## src/design/tnzm_pkg.sv

```systemverilog
// ----------------------------------------------------------------------------
// tnzm_pkg
// Shared types and constants for the touchpad numpad zone mapper.
// ----------------------------------------------------------------------------
package tnzm_pkg;

    localparam int PosW    = 16;
    localparam int GridW   = 5;
    localparam int KeyW    = 4;
    localparam int ActW    = 3;
    localparam int KindW   = 2;
    localparam int PaddrW  = 4;
    localparam int PdataW  = 32;

    typedef logic [ActW-1:0]  action_t;
    typedef logic [KindW-1:0] kind_t;
    typedef logic [1:0]       phase_t;

    localparam action_t ACT_NONE    = 3'd0;
    localparam action_t ACT_ON      = 3'd1;
    localparam action_t ACT_OFF     = 3'd2;
    localparam action_t ACT_BRIGHT  = 3'd3;
    localparam action_t ACT_PRESS   = 3'd4;
    localparam action_t ACT_RELEASE = 3'd5;

    localparam kind_t KIND_X      = 2'd0;
    localparam kind_t KIND_Y      = 2'd1;
    localparam kind_t KIND_FINGER = 2'd2;
    localparam kind_t KIND_NOP    = 2'd3;

    localparam phase_t PH_IDLE     = 2'd0;
    localparam phase_t PH_TOUCHED  = 2'd1;
    localparam phase_t PH_CONSUMED = 2'd2;

    localparam logic [PaddrW-1:0] ADDR_X_MAX = 4'h0;
    localparam logic [PaddrW-1:0] ADDR_Y_MAX = 4'h4;
    localparam logic [PaddrW-1:0] ADDR_COLS  = 4'h8;
    localparam logic [PaddrW-1:0] ADDR_ROWS  = 4'hC;

    localparam logic [PosW-1:0]  X_MAX_RST = 16'hFFFF;
    localparam logic [PosW-1:0]  Y_MAX_RST = 16'hFFFF;
    localparam logic [GridW-1:0] COLS_RST  = 5'd5;
    localparam logic [GridW-1:0] ROWS_RST  = 5'd5;

    function automatic logic [GridW-1:0] clamp_grid(input logic [GridW-1:0] n);
        logic [GridW-1:0] r;
        if (n == '0)
            r = 5'd1;
        else if (n > 5'd16)
            r = 5'd16;
        else
            r = n;
        return r;
    endfunction

endpackage

```

## src/design/touchpad_numpad_zone_mapper.sv

```systemverilog
// ----------------------------------------------------------------------------
// touchpad_numpad_zone_mapper
// Maps touchpad position and finger beats to numpad on/off, brightness,
// key press and key release actions; one result beat per input beat.
// ----------------------------------------------------------------------------
// Position beats, ignored beats and finger beats that press no key issue their
// result directly. A finger-down that presses a key runs two 6-step restoring
// divisions (column, then row) on one shared compare/subtract unit and then
// issues its result. in_stall is high while a division runs or its result
// waits to issue, or while a waiting result is stalled.
module touchpad_numpad_zone_mapper
(
    input  logic                          clk,
    input  logic                          rst_n,
    input  logic                          psel,
    input  logic                          penable,
    input  logic                          pwrite,
    input  logic [tnzm_pkg::PaddrW-1:0]   paddr,
    input  logic [tnzm_pkg::PdataW-1:0]   pwdata,
    output logic [tnzm_pkg::PdataW-1:0]   prdata,
    output logic                          pready,
    input  logic                          in_valid,
    output logic                          in_stall,
    input  logic [tnzm_pkg::KindW-1:0]    event_kind,
    input  logic [tnzm_pkg::PosW-1:0]     event_value,
    output logic                          out_valid,
    input  logic                          out_stall,
    output logic [tnzm_pkg::ActW-1:0]     action,
    output logic [tnzm_pkg::KeyW-1:0]     key_row,
    output logic [tnzm_pkg::KeyW-1:0]     key_column
);
    import tnzm_pkg::*;

    localparam logic [1:0] S_IDLE = 2'd0;
    localparam logic [1:0] S_DIV  = 2'd1;
    localparam logic [1:0] S_OUT  = 2'd2;

    localparam int DvdW = 24;
    localparam int DvsW = 20;
    localparam int TrW  = 26;

    // configuration
    logic [PosW-1:0]  x_max_reg, y_max_reg;
    logic [GridW-1:0] cols_reg, rows_reg;

    // block state
    logic [PosW-1:0]  last_x_reg, last_x_next;
    logic [PosW-1:0]  last_y_reg, last_y_next;
    phase_t           phase_reg, phase_next;
    logic             numpad_reg, numpad_next;
    logic             held_valid_reg, held_valid_next;
    logic [KeyW-1:0]  held_row_reg, held_row_next;
    logic [KeyW-1:0]  held_col_reg, held_col_next;

    // sequencer and divider
    logic [1:0]       state_reg, state_next;
    logic             op_row_reg, op_row_next;
    logic [2:0]       cnt_reg, cnt_next;
    logic [DvdW-1:0]  rem_reg, rem_next;
    logic [DvsW-1:0]  dvs_reg, dvs_next;
    logic [4:0]       q_reg, q_next;
    logic             ovf_reg, ovf_next;
    logic [DvdW-1:0]  row_dvd_reg, row_dvd_next;
    logic [KeyW-1:0]  col_res_reg, col_res_next;

    // output register
    logic             out_valid_reg, out_valid_next;
    action_t          act_reg, act_next;
    logic [KeyW-1:0]  row_reg, row_next;
    logic [KeyW-1:0]  col_reg, col_next;

    logic             cfg_wr;
    logic             out_free;
    logic             accept;
    logic [PosW-1:0]  xm, ym;
    logic [GridW-1:0] cols_c, rows_c;
    logic [KeyW-1:0]  col_lim, row_lim;
    logic [23:0]      x100, y100, xm95, ym9, xm6, ym7;
    logic [DvdW-1:0]  num, ym3, col_dvd;
    logic [DvsW-1:0]  ym10;
    logic             top_right, top_left;
    logic [TrW-1:0]   trial_dvs;
    logic             ge;
    logic [4:0]       q_upd;
    logic             ovf_upd;
    logic [KeyW-1:0]  q_sat;

    assign pready = 1'b1;
    assign cfg_wr = psel && penable && pwrite;

    always_comb
    begin
        prdata = '0;
        unique case (paddr)
            ADDR_X_MAX: prdata = PdataW'(x_max_reg);
            ADDR_Y_MAX: prdata = PdataW'(y_max_reg);
            ADDR_COLS:  prdata = PdataW'(cols_reg);
            ADDR_ROWS:  prdata = PdataW'(rows_reg);
            default:    prdata = '0;
        endcase
    end

    always_ff @(posedge clk or negedge rst_n)
    begin
        if (!rst_n)
        begin
            x_max_reg <= X_MAX_RST;
            y_max_reg <= Y_MAX_RST;
            cols_reg  <= COLS_RST;
            rows_reg  <= ROWS_RST;
        end
        else if (cfg_wr)
        begin
            unique case (paddr)
                ADDR_X_MAX: x_max_reg <= pwdata[PosW-1:0];
                ADDR_Y_MAX: y_max_reg <= pwdata[PosW-1:0];
                ADDR_COLS:  cols_reg  <= pwdata[GridW-1:0];
                ADDR_ROWS:  rows_reg  <= pwdata[GridW-1:0];
                default:    ;
            endcase
        end
    end

    assign out_free = !out_valid_reg || !out_stall;
    assign in_stall = (state_reg != S_IDLE) || !out_free;
    assign accept   = in_valid && !in_stall;

    assign out_valid  = out_valid_reg;
    assign action     = act_reg;
    assign key_row    = row_reg;
    assign key_column = col_reg;

    // zone arithmetic
    assign xm      = (x_max_reg == '0) ? 16'd1 : x_max_reg;
    assign ym      = (y_max_reg == '0) ? 16'd1 : y_max_reg;
    assign cols_c  = clamp_grid(cols_reg);
    assign rows_c  = clamp_grid(rows_reg);
    assign col_lim = KeyW'(cols_c - 5'd1);
    assign row_lim = KeyW'(rows_c - 5'd1);

    assign x100 = 24'(last_x_reg) * 24'd100;
    assign y100 = 24'(last_y_reg) * 24'd100;
    assign xm95 = 24'(xm) * 24'd95;
    assign ym9  = 24'(ym) * 24'd9;
    assign xm6  = 24'(xm) * 24'd6;
    assign ym7  = 24'(ym) * 24'd7;
    assign num  = DvdW'(rows_c) * DvdW'(last_y_reg) * DvdW'(10);
    assign ym3  = DvdW'(ym) * DvdW'(3);
    assign ym10 = DvsW'(ym) * DvsW'(10);
    assign col_dvd = DvdW'(cols_c) * DvdW'(last_x_reg);

    assign top_right = (x100 > xm95) && (y100 < ym9);
    assign top_left  = (x100 < xm6) && (y100 < ym7);

    // shared compare/subtract step
    assign trial_dvs = TrW'(dvs_reg) << cnt_reg;
    assign ge        = TrW'(rem_reg) >= trial_dvs;
    assign ovf_upd   = ovf_reg || ((cnt_reg == 3'd5) && ge);

    always_comb
    begin
        q_upd = q_reg;
        if (cnt_reg != 3'd5 && ge)
            q_upd[cnt_reg] = 1'b1;
    end

    always_comb
    begin
        logic [KeyW-1:0] lim;
        lim = op_row_reg ? row_lim : col_lim;
        if (ovf_upd || (q_upd > 5'(lim)))
            q_sat = lim;
        else
            q_sat = q_upd[KeyW-1:0];
    end

    always_comb
    begin
        last_x_next     = last_x_reg;
        last_y_next     = last_y_reg;
        phase_next      = phase_reg;
        numpad_next     = numpad_reg;
        held_valid_next = held_valid_reg;
        held_row_next   = held_row_reg;
        held_col_next   = held_col_reg;
        state_next      = state_reg;
        op_row_next     = op_row_reg;
        cnt_next        = cnt_reg;
        rem_next        = rem_reg;
        dvs_next        = dvs_reg;
        q_next          = q_reg;
        ovf_next        = ovf_reg;
        row_dvd_next    = row_dvd_reg;
        col_res_next    = col_res_reg;
        out_valid_next  = out_valid_reg && out_stall;
        act_next        = act_reg;
        row_next        = row_reg;
        col_next        = col_reg;

        unique case (state_reg)
            S_IDLE:
            begin
                if (accept)
                begin
                    logic    start_div;
                    action_t a;
                    logic [KeyW-1:0] r, c;
                    start_div = 1'b0;
                    a = ACT_NONE;
                    r = '0;
                    c = '0;
                    case (event_kind)
                        KIND_X: last_x_next = event_value;
                        KIND_Y: last_y_next = event_value;
                        KIND_FINGER:
                        begin
                            if (event_value == 16'd0)
                            begin
                                phase_next = PH_IDLE;
                                if (held_valid_reg)
                                begin
                                    a = ACT_RELEASE;
                                    r = held_row_reg;
                                    c = held_col_reg;
                                    held_valid_next = 1'b0;
                                end
                            end
                            if (event_value == 16'd1 && phase_reg == PH_IDLE)
                                phase_next = PH_TOUCHED;
                            if (event_value == 16'd1 && top_right)
                            begin
                                phase_next  = PH_IDLE;
                                numpad_next = !numpad_reg;
                                a = numpad_reg ? ACT_OFF : ACT_ON;
                            end
                            else if (event_value == 16'd1 && top_left)
                            begin
                                phase_next = PH_IDLE;
                                a = ACT_BRIGHT;
                            end
                            if (numpad_next && phase_next == PH_TOUCHED)
                            begin
                                phase_next = PH_CONSUMED;
                                if (num >= ym3)
                                    start_div = 1'b1;
                            end
                        end
                        default: ;
                    endcase

                    if (start_div)
                    begin
                        state_next   = S_DIV;
                        op_row_next  = 1'b0;
                        cnt_next     = 3'd5;
                        rem_next     = col_dvd;
                        dvs_next     = DvsW'(xm);
                        q_next       = '0;
                        ovf_next     = 1'b0;
                        row_dvd_next = num - ym3;
                    end
                    else
                    begin
                        out_valid_next = 1'b1;
                        act_next = a;
                        row_next = r;
                        col_next = c;
                    end
                end
            end

            S_DIV:
            begin
                q_next   = q_upd;
                ovf_next = ovf_upd;
                if (cnt_reg != 3'd5 && ge)
                    rem_next = rem_reg - trial_dvs[DvdW-1:0];
                if (cnt_reg == 3'd0)
                begin
                    if (!op_row_reg)
                    begin
                        col_res_next = q_sat;
                        op_row_next  = 1'b1;
                        cnt_next     = 3'd5;
                        rem_next     = row_dvd_reg;
                        dvs_next     = ym10;
                        q_next       = '0;
                        ovf_next     = 1'b0;
                    end
                    else
                    begin
                        row_next   = q_sat;
                        state_next = S_OUT;
                    end
                end
                else
                begin
                    cnt_next = cnt_reg - 3'd1;
                end
            end

            S_OUT:
            begin
                if (out_free)
                begin
                    out_valid_next  = 1'b1;
                    act_next        = ACT_PRESS;
                    col_next        = col_res_reg;
                    held_valid_next = 1'b1;
                    held_row_next   = row_reg;
                    held_col_next   = col_res_reg;
                    state_next      = S_IDLE;
                end
            end

            default: state_next = S_IDLE;
        endcase
    end

    always_ff @(posedge clk or negedge rst_n)
    begin
        if (!rst_n)
        begin
            last_x_reg     <= '0;
            last_y_reg     <= '0;
            phase_reg      <= PH_IDLE;
            numpad_reg     <= 1'b0;
            held_valid_reg <= 1'b0;
            held_row_reg   <= '0;
            held_col_reg   <= '0;
            state_reg      <= S_IDLE;
            op_row_reg     <= 1'b0;
            cnt_reg        <= '0;
            out_valid_reg  <= 1'b0;
        end
        else
        begin
            last_x_reg     <= last_x_next;
            last_y_reg     <= last_y_next;
            phase_reg      <= phase_next;
            numpad_reg     <= numpad_next;
            held_valid_reg <= held_valid_next;
            held_row_reg   <= held_row_next;
            held_col_reg   <= held_col_next;
            state_reg      <= state_next;
            op_row_reg     <= op_row_next;
            cnt_reg        <= cnt_next;
            out_valid_reg  <= out_valid_next;
        end
    end

    always_ff @(posedge clk)
    begin
        rem_reg     <= rem_next;
        dvs_reg     <= dvs_next;
        q_reg       <= q_next;
        ovf_reg     <= ovf_next;
        row_dvd_reg <= row_dvd_next;
        col_res_reg <= col_res_next;
        act_reg     <= act_next;
        row_reg     <= row_next;
        col_reg     <= col_next;
    end

endmodule
```

## config.mk

```make
export PLATFORM = sky130hd
export DESIGN_NAME = touchpad_numpad_zone_mapper
export DESIGN_NICKNAME = d
export VERILOG_FILES = /design/src/design/tnzm_pkg.sv /design/src/design/touchpad_numpad_zone_mapper.sv
export SDC_FILE = /design/constraint.sdc
export NUM_CORES = 1
export LEC_CHECK = 0
export ABC_AREA = 1
export BUFFER_PORTS_ARGS = -buffer_cell sky130_fd_sc_hd__buf_2
export CORE_MARGIN = 3
export CORE_UTILIZATION = 60
export DETAILED_ROUTE_END_ITERATION = 8
export GPL_ROUTABILITY_DRIVEN = 1
export PLACE_DENSITY = 0.78
export SLEW_MARGIN = 10
export SYNTH_ARGS = -nofsm -noshare
export SYNTH_HDL_FRONTEND = slang
export SYNTH_SLANG_ARGS = --single-unit
```

## constraint.sdc

```tcl
create_clock -name clk -period 10.75 [get_ports clk]
set_input_delay 0.5375 -clock clk [delete_from_list [all_inputs] [get_ports clk]]
set_output_delay 0.5375 -clock clk [all_outputs]
set_load 0.01 [all_outputs]
```

## After elaboration in Yosys (flattened, before gate mapping)

Index checks and enable logic that the tools add are counted.

- Multiplexer cells: 97
- Bitwise logic cells: 2
- $add $sub $neg: 5
- Reduce and logical (&&, ||, !) cells: 53
- $mul: 11
- Equal/unequal tests: 21
- Magnitude comparators: 11
- Shift-type cells: 1

Operator list:

| cell | count |
|---|---|
| 24-bit two-way mux | 5 |
| 20-bit two-way mux | 4 |
| 16-bit one-hot mux with 4 select lines | 1 |
| 4-bit two-way mux | 15 |
| 16-bit logical NOT | 3 |
| 24-bit one-hot mux with 2 select lines | 1 |
| 23-bit by 19-bit less-than comparator with 1-bit output | 2 |
| 5-bit two-way mux | 9 |
| 16-bit by 5-bit multiplier with 21-bit output, second input constant | 2 |
| 5-bit by 16-bit multiplier with 21-bit output | 2 |
| 20-bit one-hot mux with 2 select lines | 1 |
| 16-bit by 3-bit multiplier with 19-bit output, second input constant | 2 |
| 16-bit by 2-bit multiplier with 18-bit output, second input constant | 2 |
| 3-bit two-way mux | 12 |
| 16-bit two-way mux | 2 |
| 2-bit two-way mux | 14 |
| 24-bit by 26-bit greater-or-equal comparator with 1-bit output | 1 |
| 20-bit by 3-bit left shift with 26-bit output | 1 |
| 24-bit by 18-bit greater-or-equal comparator with 1-bit output | 1 |
| 24-bit by 18-bit subtractor with 24-bit output | 1 |
| 24-bit subtractor | 1 |
| 23-bit greater-than comparator | 1 |
| 23-bit by 20-bit less-than comparator with 1-bit output | 1 |
| 16-bit by 7-bit multiplier with 23-bit output, second input constant | 1 |
| 38 further kinds | 116 |

- Output and inout bits: 46
- Register bits: 182
- Input bits: 61
- Logic and storage cells: 225

## Depth between registers and ports, before layout

Gate-level depths: netlist (run 1).

- Depth after elaboration: 20
- Gate-level depth with buffers: 44
- Depth with buffers taken out: 43

## Worst setup path before layout (run 1)

No wires, ideal clock.

- Kind: reg2reg
- From: reg rows_reg[4]
- To: reg ovf_reg, enable pin
- Period minus slack after synthesis: 8.577 ns
- Arrival: 8.150 ns
- Buffers on the path: 2
- Cell stages (with the launch flop): 34
- Setup time: 0.427 ns
- Required time: 10.323 ns
- Path slack: 2.173 ns
- Path through: dfrtp_1 clkbuf_1 nor2_1 inv_1 clkbuf_1 nor2_1 fa_1 fa_1 inv_1 fa_1 inv_1 ha_1 a21oi_1 o21ai_1 a21oi_1 o21ai_2 a31oi_1 o21ai_1 xor2_1 ha_1 ha_1 a21oi_1 o21ai_0 o21bai_1 xor2_1 ha_1 nand2_1 nor3_1 nand4_1 nand4_1 nor2_1 nand3_2 nand4_4 a21oi_1

- Longest elaborated chain between the ends: 13
- Elaborated cells on any way between the ends: 14
- Those cells by class: mul: 2; order compare: 2; eq/ne: 1; mux: 7; reduce/logical: 2

Ends and longest elaborated chain:

| what | line | text |
|---|---|---|
| from (decl) | touchpad_numpad_zone_mapper.sv:44 | `logic [GridW-1:0] cols_reg, rows_reg;` |
| from (signal assigned) | touchpad_numpad_zone_mapper.sv:118 | `ADDR_ROWS: rows_reg <= pwdata[GridW-1:0];` |
| 5-bit greater-than comparator | tnzm_pkg.sv:49 | `else if (n > 5'd16)` |
| 5-bit two-way mux | tnzm_pkg.sv:49 |  |
| 5-bit two-way mux * | tnzm_pkg.sv:47 | `if (n == '0)` |
| 5-bit by 16-bit multiplier with 21-bit output * | touchpad_numpad_zone_mapper.sv:147 | `assign num = DvdW'(rows_c) * DvdW'(last_y_reg) * DvdW'(10);` |
| 21-bit by 3-bit multiplier with 23-bit output * | touchpad_numpad_zone_mapper.sv:147 |  |
| 24-bit by 18-bit greater-or-equal comparator with 1-bit output * | touchpad_numpad_zone_mapper.sv:244 | `if (num >= ym3)` |
| 1-bit two-way mux * | touchpad_numpad_zone_mapper.sv:244 |  |
| 1-bit two-way mux * | touchpad_numpad_zone_mapper.sv:241 | `if (numpad_next && phase_next == PH_TOUCHED)` |
| 1-bit two-way mux * | touchpad_numpad_zone_mapper.sv:212 | `case (event_kind)` |
| 1-bit two-way mux * | touchpad_numpad_zone_mapper.sv:203 | `if (accept)` |
| 1-bit two-way mux * | touchpad_numpad_zone_mapper.sv:200 | `unique case (state_reg)` |
| 2-bit inequality test (no source line) * | - |  |
| 3-bit AND reduction (no source line) * | - |  |
| to (signal assigned) | touchpad_numpad_zone_mapper.sv:357 | `ovf_reg <= ovf_next;` |
| to (decl) | touchpad_numpad_zone_mapper.sv:62 | `logic ovf_reg, ovf_next;` |

Every way passes the cells marked *; elsewhere a longest branch is shown, timed or not. The select of a mux whose other input is x is not followed.
A chain may end at the register's enable or synchronous reset.

## Worst setup path in the final report (run 1)

- From: reg rows_reg[4]
- To: reg dvs_reg[19], enable pin

- Longest elaborated chain between the ends: 13
- Elaborated cells on any way between the ends: 14
- Those cells by class: mul: 2; order compare: 2; eq/ne: 1; mux: 7; reduce/logical: 2

Ends and longest elaborated chain:

| what | line | text |
|---|---|---|
| 5-bit greater-than comparator | tnzm_pkg.sv:49 |  |
| 5-bit two-way mux | tnzm_pkg.sv:49 |  |
| 5-bit two-way mux * | tnzm_pkg.sv:47 |  |
| 5-bit by 16-bit multiplier with 21-bit output * | touchpad_numpad_zone_mapper.sv:147 |  |
| 21-bit by 3-bit multiplier with 23-bit output * | touchpad_numpad_zone_mapper.sv:147 |  |
| 24-bit by 18-bit greater-or-equal comparator with 1-bit output * | touchpad_numpad_zone_mapper.sv:244 |  |
| 1-bit two-way mux * | touchpad_numpad_zone_mapper.sv:244 |  |
| 1-bit two-way mux * | touchpad_numpad_zone_mapper.sv:241 |  |
| 1-bit two-way mux * | touchpad_numpad_zone_mapper.sv:212 |  |
| 1-bit two-way mux * | touchpad_numpad_zone_mapper.sv:203 |  |
| 1-bit two-way mux * | touchpad_numpad_zone_mapper.sv:200 |  |
| 2-bit inequality test (no source line) * | - |  |
| 5-bit AND reduction (no source line) * | - |  |
| to (signal assigned) | touchpad_numpad_zone_mapper.sv:355 | `dvs_reg <= dvs_next;` |
| to (decl) | touchpad_numpad_zone_mapper.sv:60 | `logic [DvsW-1:0] dvs_reg, dvs_next;` |

Marked as above.

==> results.sh, run 1 <==
export IMPL_period_share_pct=85.5
export IMPL_fmax_mhz=109
export IMPL_areaGrowthSynthToFinish_pct=5.41
export IMPL_ys_types=75
export IMPL_cts_buffers=17
export IMPL_place_area_um2=30400
export IMPL_cts_tree="done"
export IMPL_synth_top_family_by_area="adder cells"
export IMPL_path_clk_slew_ps=80
export IMPL_gp_congestion=0.983
export IMPL_final_nets=4684
export IMPL_ff2ff_setup_slack_ps=1560
export IMPL_rows=80
export IMPL_required_ps=10870
export IMPL_grt_busiest_layer="met2"
export IMPL_num_vias=26017
export IMPL_grt_pass1_vias=24252
export IMPL_use_met1_pct=41.8
export IMPL_dieHeight_um=228
export IMPL_htree_levels=4
export IMPL_port_buffers=73
export IMPL_r2r_start="rows_reg[4]"
export IMPL_synth_flop_cell="edfxtp_1"
export IMPL_seq_area_frac_synth_pct=17.1
export IMPL_fin_setup_tns_ps=0
export IMPL_synth_simple_area_share_pct=19.7
export IMPL_cp_max_fo=22
export IMPL_crit_slowest_cell="dfrtp_1"
export IMPL_startpoint_type="flop"
export IMPL_dieWidth_um=228
export IMPL_antenna_found_initial=1
export IMPL_synthMuxAreaShare_pct=0.361
export IMPL_grt_pass1_wl_mm=127
export IMPL_async_reset_ff_share_pct=51.1
export IMPL_grt_usage_pct=31.5
export IMPL_p_int_mw=4.37
export IMPL_post_cts_buffers=0
export IMPL_final_cell_mix="nand2_1 (833), inv_1 (712), ha_1 (482)"
export IMPL_synth_compound_area_share_pct=13.7
export IMPL_drive_above_1_share_pct=6.79
export IMPL_cts_sinks=182
export IMPL_wl_per_cell_um=17.4
export IMPL_critPathArrivalTime_ps=9310
export IMPL_status="completed"
export IMPL_finalClockSkew_ps=21.7
export IMPL_first_pass_iters=6
export IMPL_drv_cap=0
export IMPL_crit_type="reg -> reg"
export IMPL_setup_viol=0
export IMPL_final_common_cell="nand2_1"
export IMPL_diodes=0
export IMPL_critical_path_max_stage_delay_ps=880
export IMPL_ir_drop_v=0.000309
export IMPL_die_area_um2=51800
export IMPL_cts_hold_buf=0
export IMPL_hp_class="in -> async"
export IMPL_max_slew_margin_pct=27.7
export IMPL_post_cts_resized=0
export IMPL_globalRoute_totalOverflow=0
export IMPL_met2_usage_pct=51.0
export IMPL_synth_edf_count=89
export IMPL_final_util_pct=64.5
export IMPL_synth_xor_area_share_pct=5.73
export IMPL_seqPwrFrac_pct=10.7
export IMPL_cts_root_buffer="clkbuf_16"
export IMPL_crit_family="adder cells"
export IMPL_rsz0062_at_grt="no"
export IMPL_clockPowerShare_pct=6.7
export IMPL_path_depth=31
export IMPL_clock_latency_ps=510
export IMPL_powerDensity_nw_per_um2=331
export IMPL_initial_utilization_pct=61.2
export IMPL_final_min_clock_period_ps=9190
export IMPL_place_hpwl_mm=67.4
export IMPL_drtAntennaViolNets=0
export IMPL_drt_iter0_drc=2203
export IMPL_drc=0
export IMPL_design_area_um2=31000
export IMPL_routed_via_density=5.62
export IMPL_yosysWarnings=0
export IMPL_critical_path_most_common_cell="ha_1"
export IMPL_finalHoldViolations=0
export IMPL_p_comb_share_pct=82.6
export IMPL_cts_buffer_depth=2
export IMPL_endpoint_kind="flop"
export IMPL_fp_coreArea_um2=48100
export IMPL_finalMaxSlewViolations=0
export IMPL_cp_startpoint="rows_reg[4]"
export IMPL_grt_start_max_net_pins=62
export IMPL_synth_ff_latch_count=182
export IMPL_use_met3_pct=5.53
export IMPL_n_fill_cell=4356
export IMPL_p_sw_mw=5.89
export IMPL_r2r_worst_path_cells=31
export IMPL_tightest_slew_ps=1070
export IMPL_critPathBufInv=3
export IMPL_worstSetupEndpoint="dvs_reg[19]"
export IMPL_avgSynthCellArea_um2=7.51
export IMPL_p_leak_nw=16.4
export IMPL_synth_adder_area_share_pct=32.7
export IMPL_syn_instance_count=3921
export IMPL_totalWireLength_mm=80.5
export IMPL_sw_frac_of_total_pct=57.4
export IMPL_ioPinCount=107
export IMPL_syn_area_um2=29400
export IMPL_r2r_end="dvs_reg[19]"
==> Yosys cell counts, types with 24 or more instances <==
| master | count | area, um2 |
|---|---|---|
| nor2_1 | 255 | 957 |
| nand2_1 | 833 | 3130 |
| xor2_1 | 116 | 1020 |
| nand3_1 | 110 | 551 |
| nor3_1 | 45 | 225 |
| ha_1 | 482 | 6030 |
| o211ai_1 | 28 | 210 |
| edfxtp_1 | 89 | 2670 |
| nand2_2 | 24 | 150 |
| o22ai_1 | 25 | 156 |
| a21oi_1 | 275 | 1380 |
| o21ai_0 | 209 | 1050 |
| dfrtp_1 | 57 | 1430 |
| a31oi_1 | 28 | 175 |
| dfstp_2 | 36 | 946 |
| inv_1 | 712 | 2670 |
| fa_1 | 180 | 3600 |
| o21ai_1 | 37 | 185 |
| nand4_1 | 31 | 194 |
| clkbuf_1 | 51 | 191 |
| xnor2_1 | 68 | 596 |
==> per-layer routing <==
layer	routed length, um	share of wire (%)
met1	34700	43
met2	36300	45
met3	6010	7.5
met4	3530	4.4
met5	13	0.016
==> kinds of logic after synthesis <==
group / after synthesis
AOI/OAI and AO/OA: 705
xor gates and xnor gates: 188
adders and majority gates: 662
buffers and inverters: 803
DFF: 182
muxes: 10
other: 2
and+or+nand+nor: 1369
==> final cells by class <==
cell class	instances	area, um2	share of cell area, %
clock buffer	18	450	1.45
clock inverter	14	179	0.577
inverter	724	2720	8.77
multi-input combinational	2951	21400	68.8
sequential	182	5040	16.3
tap	656	821	2.64
timing repair buffer	85	458	1.48
==> worst min-delay path by stage <==
stage	end	startpoint	cells past startpoint
after floorplan	cnt_reg[0]	rst_n	0
after global placement	held_col_reg[3]	held_col_reg[3]	2
after detailed placement	held_col_reg[1]	held_col_reg[1]	2
after CTS	last_x_reg[8]	rst_n	1
after global routing	last_x_reg[8]	rst_n	1
final	cnt_reg[2]	rst_n	1
==> stage by stage <==
stage | instances | setup slack [ps] | hold slack (ps) | power (mW)
final | 4630 | 1560 | 27.8 | 10.3
after global routing | 4630 | 898 | 41.3 | 11.4
after CTS | 4630 | 1630 | 12.9 | 10.1
after detailed placement | 4598 | 1660 | 481 | 9.39
after global placement | 4598 | 1780 | 471 | 9.23
after floorplan | 3936 | 2170 | 242 | 7.31
==> power groups by stage <==
stage | Sequential [mW] | Combinational (mW) | Clock, mW
6_report | 1.10 | 8.48 | 0.687
3_5_place_dp | 1.10 | 8.29 | 0
4_1_cts | 1.09 | 8.35 | 0.693
3_3_place_gp | 1.10 | 8.13 | 0
5_1_grt | 1.10 | 9.58 | 0.716
2_1_floorplan | 1.05 | 6.27 | 0
==> worst register-to-register path: cells and delay by family, from the launching register on <==
family,cells,cell delay [ps]
XOR/XNOR,2,330
AO/OA/AOI/OAI,10,2410
AND/OR/NAND/NOR,9,1600
flip-flops,1,880
adder cells (fa/ha/maj),7,3040
buffers and inverters,3,560
Note: power is estimated with default switching activity, not from simulation.
==> run 2, diff against run 1 <==
- CORE_ASPECT_RATIO: not set -> 0.9
==> run 2 against run 1 <==
Effect of this change:
- cell count down 0.65%
- die area about the same
- design area down 0.17%
- critical path type unchanged
- clock power down 0.9%
==> results.sh, run 2 (synthesis gave the netlist of run 1 again) <==
export IMPL_status="completed"
export IMPL_cts_hold_buf=0
export IMPL_ioPinCount=107
export IMPL_endpoint_kind="flop"
export IMPL_rows=76
export IMPL_num_vias=26003
export IMPL_fmax_mhz=108
export IMPL_final_cell_mix="nand2_1 (833), inv_1 (712), ha_1 (482)"
export IMPL_drt_iter0_drc=2349
export IMPL_cts_root_buffer="clkbuf_16"
export IMPL_required_ps=10870
export IMPL_areaGrowthSynthToFinish_pct=5.24
export IMPL_critPathArrivalTime_ps=9370
export IMPL_initial_utilization_pct=61.1
export IMPL_grt_pass1_vias=24448
export IMPL_grt_start_max_net_pins=62
export IMPL_place_hpwl_mm=66.7
export IMPL_finalMaxSlewViolations=0
export IMPL_ir_drop_v=0.000344
export IMPL_final_min_clock_period_ps=9250
export IMPL_gp_congestion=0.995
export IMPL_dieWidth_um=240
export IMPL_cts_tree="done"
export IMPL_max_slew_margin_pct=23.2
export IMPL_cts_sinks=182
export IMPL_crit_type="reg -> reg"
export IMPL_wl_per_cell_um=17.4
export IMPL_critPathBufInv=4
export IMPL_clock_latency_ps=500
export IMPL_drive_above_1_share_pct=6.77
export IMPL_antenna_found_initial=1
export IMPL_die_area_um2=51800
export IMPL_crit_slowest_cell="a21oi_2"
export IMPL_hp_class="in -> async"
export IMPL_grt_usage_pct=31.3
export IMPL_cp_max_fo=20
export IMPL_routed_via_density=5.65
export IMPL_finalClockSkew_ps=14.7
export IMPL_port_buffers=73
export IMPL_fin_setup_tns_ps=0
export IMPL_final_nets=4684
export IMPL_globalRoute_totalOverflow=0
export IMPL_path_clk_slew_ps=80
export IMPL_cts_buffer_depth=2
export IMPL_critical_path_max_stage_delay_ps=820
export IMPL_critical_path_most_common_cell="nand2_1"
export IMPL_final_common_cell="nand2_1"
export IMPL_totalWireLength_mm=79.8
export IMPL_startpoint_type="flop"
export IMPL_p_leak_nw=16.4
export IMPL_htree_levels=4
export IMPL_dp_slack_ps=1700
export IMPL_fp_coreArea_um2=48200
export IMPL_drtAntennaViolNets=0
export IMPL_fin_ws_ps=1500
export IMPL_finalHoldViolations=0
export IMPL_grt_pass1_wl_mm=128
export IMPL_drc=0
export IMPL_setup_viol=0
export IMPL_crit_family="adder cells"
export IMPL_cts_buffers=17
export IMPL_rsz0062_at_grt="no"
export IMPL_first_pass_iters=6
export IMPL_period_share_pct=86.1
export IMPL_powerDensity_nw_per_um2=335
export IMPL_tightest_slew_ps=1150
export IMPL_post_cts_resized=0
export IMPL_post_cts_buffers=0
export IMPL_dieHeight_um=216
export IMPL_drv_cap=0
[run 2: cell type report]
cell class / count / area, um2
diodes: 2 / 5.00
clock buffers: 17 / 425
clock inverters: 15 / 191
fillers: 4232 / 17200
inverters: 724 / 2720
multi-input cells: 2951 / 21400
flip-flops and latches: 182 / 5040
well taps: 624 / 781
repair buffers: 85 / 458
[run 2: worst paths after layout]
check,start,endpoint,slack [ps],depth (start not counted)
setup / recovery,x_max_reg[2],dvs_reg[8],1500,39
hold / removal,rst_n,last_x_reg[10],110,1
setup reg to reg,x_max_reg[2],dvs_reg[8],1500,39
hold reg to reg,held_col_reg[1],held_col_reg[1],490,2
max in group asynchronous,rst_n,rows_reg[4],9450,2
min in group clk,pwdata[9],y_max_reg[9],270,3
[run 2: stage by stage]
step / std cells / area, um2 / total power [mW] / hold WS, ps / utilization, %
after floorplan: 3936 / 29500 / 7.31 / 242 / -
after global placement: 4566 / 30400 / 9.34 / 471 / 63.0
after detailed placement: 4566 / 30400 / 9.49 / 477 / 63.0
after CTS: 4598 / 31000 / 10.2 / 91.0 / 64.3
after global routing: 4598 / 31000 / 11.5 / 127 / 64.3
final: 4600 / 31000 / 10.4 / 112 / 64.3
[run 2: per-layer routing]
| layer | part of all wire [%] | vias to the layer above | routed length, um | track usage, % |
|---|---|---|---|---|
| met5 | 0 | - | 0 | 0 |
| met4 | 3.2 | 0 | 2540 | 9.98 |
| met3 | 8.4 | 158 | 6670 | 5.90 |
| met2 | 45 | 921 | 35900 | 50.0 |
| met1 | 43 | 12086 | 34700 | 43.1 |
| li1 | - | 12838 | - | - |
[run 2: power by group]
group	internal, mW	switching, mW
clock network	0.320	0.361
registers	0.975	0.113
logic	3.04	5.57
